## src/rtl/vsa_pkg.sv

```systemverilog
// ----------------------------------------------------------------------------
// vsa_pkg
// types and codes shared by the voice slot allocator
// ----------------------------------------------------------------------------
package vsa_pkg;

    localparam int SLOT_W  = 6;
    localparam int AUDIO_W = 16;

    localparam logic [1:0] OP_ALLOC  = 2'd0;
    localparam logic [1:0] OP_FREE   = 2'd1;
    localparam logic [1:0] OP_LOOKUP = 2'd2;

    localparam logic [1:0] ST_OK    = 2'd0;
    localparam logic [1:0] ST_FULL  = 2'd1;
    localparam logic [1:0] ST_EMPTY = 2'd2;

    typedef enum logic [1:0] {
        S_IDLE,
        S_EXEC,
        S_SCAN,
        S_DONE
    } t_state;

    typedef struct packed {
        logic [1:0]         opcode;
        logic [SLOT_W-1:0]  slot;
        logic [AUDIO_W-1:0] audio_id;
    } t_cmd_word;

    typedef struct packed {
        logic [1:0]         status;
        logic [SLOT_W-1:0]  slot_out;
        logic [AUDIO_W-1:0] audio_out;
        logic               table_full;
    } t_rsp_word;

endpackage

```

## src/rtl/vsa_audio_ram.sv

```systemverilog
// ----------------------------------------------------------------------------
// vsa_audio_ram
// audio id store, one write and one registered read port
// ----------------------------------------------------------------------------
module vsa_audio_ram #(
    parameter int DEPTH  = 64,
    parameter int WIDTH  = 16,
    parameter int ADDR_W = 6
) (
    input  logic              i_clk,
    input  logic              i_we,
    input  logic [ADDR_W-1:0] i_waddr,
    input  logic [WIDTH-1:0]  i_wdata,
    input  logic [ADDR_W-1:0] i_raddr,
    output logic [WIDTH-1:0]  o_rdata
);

    logic [WIDTH-1:0] r_mem [DEPTH];
    logic [WIDTH-1:0] r_rdata;

    always_ff @(posedge i_clk) begin
        if (i_we) begin
            r_mem[i_waddr] <= i_wdata;
        end
    end

    always_ff @(posedge i_clk) begin
        r_rdata <= r_mem[i_raddr];
    end

    assign o_rdata = r_rdata;

endmodule

```

## src/rtl/voice_slot_allocator_top.sv

```systemverilog
// ----------------------------------------------------------------------------
// voice_slot_allocator_top
// voice slot table with valid bits, stored audio ids and a next-free hint
// ----------------------------------------------------------------------------
// free, lookup and most allocates go from IDLE through EXEC and DONE, and the result
// is registered out of DONE; an allocate that takes a slot and whose following slot is
// taken or missing scans the valid bits in SCAN first, from slot 0, one slot a cycle.
// a new command is taken in the cycle its predecessor's result shows, not before
// the result strobe lasts one cycle; the receiver cannot stall
// reset (synchronous, active low) frees every slot and zeroes the hint, not the audio store
module voice_slot_allocator_top #(
    parameter int NUM_SLOTS     = 64,
    parameter int AUDIO_ID_BITS = 16
) (
    input  logic              i_clk,
    input  logic              i_rst_n,
    input  logic              start,
    output logic              busy,
    input  vsa_pkg::t_cmd_word i_cmd,
    output logic              o_rsp_valid,
    output vsa_pkg::t_rsp_word o_rsp
);

    import vsa_pkg::*;

    localparam int SW = $clog2(NUM_SLOTS);
    localparam int UW = SW + 1;
    localparam int CW = ((SW > SLOT_W) ? SW : SLOT_W) + 1;
    localparam int AW = (AUDIO_ID_BITS < AUDIO_W) ? AUDIO_ID_BITS : AUDIO_W;

    t_state r_state, n_state;

    logic [NUM_SLOTS-1:0] r_valid, n_valid;
    logic [UW-1:0]        r_used, n_used;
    logic [SW-1:0]        r_hint, n_hint;
    logic [SW-1:0]        r_idx, n_idx;

    t_cmd_word            r_cmd, n_cmd;
    logic [1:0]           r_status, n_status;
    logic [SLOT_W-1:0]    r_sout, n_sout;
    logic [AUDIO_W-1:0]   r_aout, n_aout;
    logic                 r_use_mem, n_use_mem;

    t_rsp_word            r_rsp, n_rsp;
    logic                 r_rsp_valid, n_rsp_valid;

    logic                 ram_we;
    logic [AW-1:0]        ram_rdata;
    logic [AW-1:0]        aid_st;
    logic [SW-1:0]        slot_idx;
    logic [SW-1:0]        hint_inc;
    logic                 slot_in_range;
    logic                 alloc_busy;
    logic                 nxt_free;
    logic                 slot_ok;
    logic                 scan_hit;
    logic                 scan_last;

    assign aid_st        = AW'(r_cmd.audio_id);
    assign slot_idx      = SW'(r_cmd.slot);
    assign hint_inc      = r_hint + SW'(1);
    assign slot_in_range = CW'(r_cmd.slot) < CW'(NUM_SLOTS);
    assign alloc_busy    = r_valid[r_hint];
    // following slot must exist and be free to skip the scan
    assign nxt_free      = ((CW'(r_hint) + CW'(1)) < CW'(NUM_SLOTS)) && !r_valid[hint_inc];
    assign slot_ok       = slot_in_range && r_valid[slot_idx];
    assign scan_hit      = !r_valid[r_idx];
    assign scan_last     = r_idx == SW'(NUM_SLOTS - 1);

    vsa_audio_ram #(
        .DEPTH  (NUM_SLOTS),
        .WIDTH  (AW),
        .ADDR_W (SW)
    ) u_audio_ram (
        .i_clk   (i_clk),
        .i_we    (ram_we),
        .i_waddr (r_hint),
        .i_wdata (aid_st),
        .i_raddr (slot_idx),
        .o_rdata (ram_rdata)
    );

    // next state
    always_comb begin
        n_state = r_state;
        unique case (r_state)
            S_IDLE: begin
                if (start) begin
                    n_state = S_EXEC;
                end
            end
            S_EXEC: begin
                if (r_cmd.opcode == OP_ALLOC && !alloc_busy && !nxt_free) begin
                    n_state = S_SCAN;
                end else begin
                    n_state = S_DONE;
                end
            end
            S_SCAN: begin
                if (scan_hit || scan_last) begin
                    n_state = S_DONE;
                end
            end
            S_DONE: begin
                n_state = S_IDLE;
            end
            default: begin
                n_state = S_IDLE;
            end
        endcase
    end

    // datapath and outputs
    always_comb begin
        n_valid     = r_valid;
        n_used      = r_used;
        n_hint      = r_hint;
        n_idx       = r_idx;
        n_cmd       = r_cmd;
        n_status    = r_status;
        n_sout      = r_sout;
        n_aout      = r_aout;
        n_use_mem   = r_use_mem;
        n_rsp       = r_rsp;
        n_rsp_valid = 1'b0;
        ram_we      = 1'b0;
        unique case (r_state)
            S_IDLE: begin
                if (start) begin
                    n_cmd = i_cmd;
                end
            end
            S_EXEC: begin
                n_use_mem = 1'b0;
                n_status  = ST_OK;
                n_sout    = '0;
                n_aout    = '0;
                unique case (r_cmd.opcode) inside
                    OP_ALLOC: begin
                        if (alloc_busy) begin
                            n_status = ST_FULL;
                        end else begin
                            n_valid[r_hint] = 1'b1;
                            ram_we          = 1'b1;
                            n_used          = r_used + UW'(1);
                            n_sout          = SLOT_W'(r_hint);
                            n_aout          = AUDIO_W'(aid_st);
                            if (nxt_free) begin
                                n_hint = hint_inc;
                            end else begin
                                n_idx = '0;
                            end
                        end
                    end
                    OP_FREE, OP_LOOKUP: begin
                        n_sout = r_cmd.slot;
                        if (!slot_ok) begin
                            n_status = ST_EMPTY;
                        end else begin
                            n_use_mem = 1'b1;
                            if (r_cmd.opcode == OP_FREE) begin
                                n_valid[slot_idx] = 1'b0;
                                n_used            = r_used - UW'(1);
                                n_hint            = slot_idx;
                            end
                        end
                    end
                    default: begin
                        n_status = ST_OK;
                    end
                endcase
            end
            S_SCAN: begin
                // slot just taken is already marked, so any clear bit will do
                if (scan_hit) begin
                    n_hint = r_idx;
                end else if (!scan_last) begin
                    n_idx = r_idx + SW'(1);
                end
            end
            S_DONE: begin
                n_rsp.status     = r_status;
                n_rsp.slot_out   = r_sout;
                n_rsp.audio_out  = r_use_mem ? AUDIO_W'(ram_rdata) : r_aout;
                n_rsp.table_full = r_used == UW'(NUM_SLOTS);
                n_rsp_valid      = 1'b1;
            end
            default: begin
                n_rsp_valid = 1'b0;
            end
        endcase
    end

    always_ff @(posedge i_clk) begin
        if (!i_rst_n) begin
            r_state     <= S_IDLE;
            r_valid     <= '0;
            r_used      <= '0;
            r_hint      <= '0;
            r_rsp_valid <= 1'b0;
        end else begin
            r_state     <= n_state;
            r_valid     <= n_valid;
            r_used      <= n_used;
            r_hint      <= n_hint;
            r_rsp_valid <= n_rsp_valid;
        end
    end

    always_ff @(posedge i_clk) begin
        r_idx     <= n_idx;
        r_cmd     <= n_cmd;
        r_status  <= n_status;
        r_sout    <= n_sout;
        r_aout    <= n_aout;
        r_use_mem <= n_use_mem;
        r_rsp     <= n_rsp;
    end

    assign busy        = r_state != S_IDLE;
    assign o_rsp_valid = r_rsp_valid;
    assign o_rsp       = r_rsp;

    a_count_matches: assert property (@(posedge i_clk) disable iff (!i_rst_n)
        $countones(r_valid) == int'(r_used))
        else $error("slot count out of step with valid bits");

    a_single_strobe: assert property (@(posedge i_clk) disable iff (!i_rst_n)
        o_rsp_valid |=> !o_rsp_valid)
        else $error("result strobe longer than one cycle");

    a_start_exec: assert property (@(posedge i_clk) disable iff (!i_rst_n)
        (start && !busy) |=> r_state == S_EXEC)
        else $error("accepted command not executed");

    a_scan_taken: assert property (@(posedge i_clk) disable iff (!i_rst_n)
        r_state == S_SCAN |-> r_valid[r_hint])
        else $error("scan running with hinted slot free");

    a_full_flag: assert property (@(posedge i_clk) disable iff (!i_rst_n)
        (o_rsp_valid && o_rsp.status == ST_FULL) |-> o_rsp.table_full)
        else $error("allocate rejected while table not full");

endmodule

```

## config.mk

```make
export PLATFORM = sky130hd
export DESIGN_NAME = voice_slot_allocator_top
export DESIGN_NICKNAME = d
export VERILOG_FILES = /design/src/rtl/vsa_pkg.sv /design/src/rtl/vsa_audio_ram.sv /design/src/rtl/voice_slot_allocator_top.sv
export SDC_FILE = /design/constraint.sdc
export NUM_CORES = 1
export LEC_CHECK = 0
export BUFFER_PORTS_ARGS = -buffer_cell sky130_fd_sc_hd__buf_2
export CAP_MARGIN = 40
export CORE_UTILIZATION = 68
export DETAILED_ROUTE_END_ITERATION = 7
export MAX_ROUTING_LAYER = met4
export PLACE_DENSITY = 0.81
export SLEW_MARGIN = 30
export SYNTH_ARGS = -nofsm -noshare
export SYNTH_HDL_FRONTEND = slang
export SYNTH_HIERARCHICAL = 1
export SYNTH_SLANG_ARGS = --single-unit
```

## constraint.sdc

```tcl
create_clock -name i_clk -period 9.7 [get_ports i_clk]
set_input_delay 1.94 -clock i_clk [delete_from_list [all_inputs] [get_ports i_clk]]
set_output_delay 1.94 -clock i_clk [all_outputs]
set_load 0.01 [all_outputs]
```

==> metrics.txt <==
register area share after synthesis=71.2%; Worst Setup Path Type=flip-flop to flip-flop; CP Capture Type=flip-flop; root buf cell=clkbuf_16; Post-synth ARST share=0%; top sig layer=met4; Remaining Overflow, GRT=0; clock buffer count from CTS=114; met3 wire len=16600 um; power per cell area=248 nW/um^2; Mapped Area=49300 um^2; Final Hold Vio Count=0; Layout Skew=0.0465 ns; Routed wire per std cell=35.9 um; Final min period=5.47 ns; metal2 WL=66300 um; R2R depth=11; Post-DP HPWL=77000 um; EDFF count, synth=1104; internal power consumption=9.56 mW; # DRC=0; Ports=54; crit share post-route=56.4%; Pleak=17.7 nW; highest clock rate=183 MHz; status=completed; most common cell after layout, fill and taps aside=edfxtp_1; TNS Setup=0 ns; Core ar.=71600 um^2; clock buffer depth=3; DP Cell Count=3587; initial antenna violation count=6; hold path depth=0; Worst-path clk slew=0.06 ns; combinational power share=21.0%; Initial Util=68.8%; Fillers=3728; CTS tree=done; Die Y=271 um; Peak VDD IR=0.000256 V; number of global-route vias before repair=27400; maxcap violations=0; die width=271 um; die area=73500 um^2; synth warn=6; Flop pwr share=46.2%; Post CTS Setup Buffer Count=0; TritonRoute pass-1 iters=8; switching share of power=29.3%; drt initial violations=4517; final setup margin=4.23 ns; syn_nets=2682; final setup violation count=0; CTS sink cnt=1200; via count of the routed design=28400; clock group share of total power=32.7%; GPL Wtd Cong=0.992; Area Overhead vs Synth=10.8%; relative slew slack=36.5%; Top FF cell, synth=edfxtp_1; final core utilization=76.2%; WP data arrival=5.86 ns; average cell area after synthesis=18.7 um^2; largest net degree at the start of global routing=110; Netlist cell types=87; overall routing resource usage=38.7%; Critical Path Start Type=flip-flop; # hold bufs at CTS=0; via-per-instance ratio=7.45; Worst Path Required=10.09 ns; final cell count without fillers=3818; htree depth=3; post_cts resized=0; Worst-Margin Slew=0.953 ns; first-pass GRT wire length=196000 um; WL final=137000 um; max-slew violation count=0; crit-path max FO=52; wire length on met1=48500 um; #FFs+latches synth=1200; unrepaired setup endpoints after global routing=no; worst slack at placement=4.45 ns; Mapped Cells=2639; most frequent cells in the layout=edfxtp_1, mux4_2, mux2i_1; clk_lat worst skew=0.70 ns; worst min-delay path class=flip-flop to flip-flop; nets=2808; std cell rows=98; switching power=3.97 mW; sequential cell area=35100 um^2; multi-input logic area=13100 um^2; # port buffers=53; share of post-route cells with drive strength above 1=23.6%; Final ANT Viol Nets=0
-- routing by layer --
metal	GRT usage (%)	up-vias
met3	7.21	348
met1	53.1	14500
li1	-	11100
met2	59.5	2456
met4	13.5	0
met5	-	-
-- sequential cells by signal (all words and copies together), names as in the netlist --
register and count:
r_use_mem 1, r_used 7, r_valid 64, o_rsp 25, r_cmd 2, r_idx 6
r_aout 16, slot_idx 6, u_audio_ram/r_mem 1024, r_status 2, o_rsp_valid 1, r_hint 6
aid_st 16, r_state 2, u_audio_ram/o_rdata 16, r_sout 6
-- per-stage QoR --
step / area (um^2) / hold WS (ns) / power (mW)
floorplan: 49300 / 0.400 / 8.15
global placement: 50500 / 0.407 / 8.94
detailed placement: 50700 / 0.412 / 9.05
CTS: 54300 / 0.426 / 13.4
global route: 54600 / 0.440 / 13.9
finish: 54600 / 0.419 / 13.5
-- cell families after synthesis --
family / synth area share [%]
muxes: 16.3
buffers and inverters: 2.35
AOI/OAI and AO/OA: 5.15
DFF: 71.2
xor gates and xnor gates: 0.340
and+or+nand+nor: 4.23
adders and majority gates: 0.422
-- path summary, 6_finish.rpt --
| kind | slack [ns] | endpoint | startpoint |
|---|---|---|---|
| min reg2reg | 0.42 | o_rsp[22]$_DFFE_PP_ | r_sout[5]$_DFFE_PP_ |
| max | 4.23 | u_audio_ram/r_mem[14][0]$_DFFE_PP_ | r_hint[0]$_SDFFE_PN0P_ |
| min | 0.42 | o_rsp[22]$_DFFE_PP_ | r_sout[5]$_DFFE_PP_ |
| max reg2reg | 4.23 | u_audio_ram/r_mem[14][0]$_DFFE_PP_ | r_hint[0]$_SDFFE_PN0P_ |
-- cells in the mapped netlist, types with 6 or more instances --
master	number	area, um^2
edfxtp_1	1104	33200
mux4_2	252	5680
mux2i_1	128	1280
nor2_1	119	447
nand2_1	98	368
dfxtp_1	96	1920
o21ai_1	70	350
o311ai_1	63	552
clkbuf_1	60	225
a22oi_1	54	405
buf_2	52	260
nand3_1	50	250
mux2_2	46	518
nor2b_1	37	231
a21oi_1	36	180
buf_6	24	270
and2_1	23	144
mux4_1	19	499
a221oi_1	17	149
buf_4	16	120
ha_1	15	188
inv_1	15	56.3
nand4_1	15	93.8
a31oi_1	14	87.6
o21ai_0	12	60.1
a311oi_1	11	96.3
a211oi_1	10	75.1
nand2b_1	10	62.6
a211o_1	9	78.8
buf_1	9	33.8
nor3_1	8	40.0
xnor2_1	8	70.1
xor2_1	8	70.1
a221o_1	7	70.1
a22o_1	7	61.3
and4_1	7	61.3
buf_12	6	120
nand3b_1	6	45.0
-- power groups by stage --
| stage | combinational (mW) | sequential, mW | clock (mW) |
|---|---|---|---|
| 3_5_place_dp | 2.70 | 6.36 | 0 |
| 6_report | 2.85 | 6.25 | 4.43 |
| 3_3_place_gp | 2.60 | 6.34 | 0 |
| 2_1_floorplan | 1.73 | 6.42 | 0 |
| 4_1_cts | 2.75 | 6.25 | 4.44 |
| 5_1_grt | 2.96 | 6.26 | 4.64 |
-- layout make-up --
type,instances,share of cell area (%)
flip-flops and latches,1200,64.3
diodes,6,0.0275
clock buffers,143,5.46
well taps,950,2.18
inverters,17,0.117
repair buffers,183,2.75
multi-input cells,1249,23.9
clock inverters,70,1.31
-- worst max-delay path: stages, from the launching register on --
cell     delay (ns)
dfxtp_2        0.32
buf_4          0.49
mux4_2         0.58
mux2i_1        0.24
o32ai_1        0.18
nor4_2         0.32
and3_1         0.72
and2_1         0.33
nor2b_1        0.28
nand3_1        0.60
nor2_1         0.81
buf_4          0.30
Power figures use the tool's default switching activity.
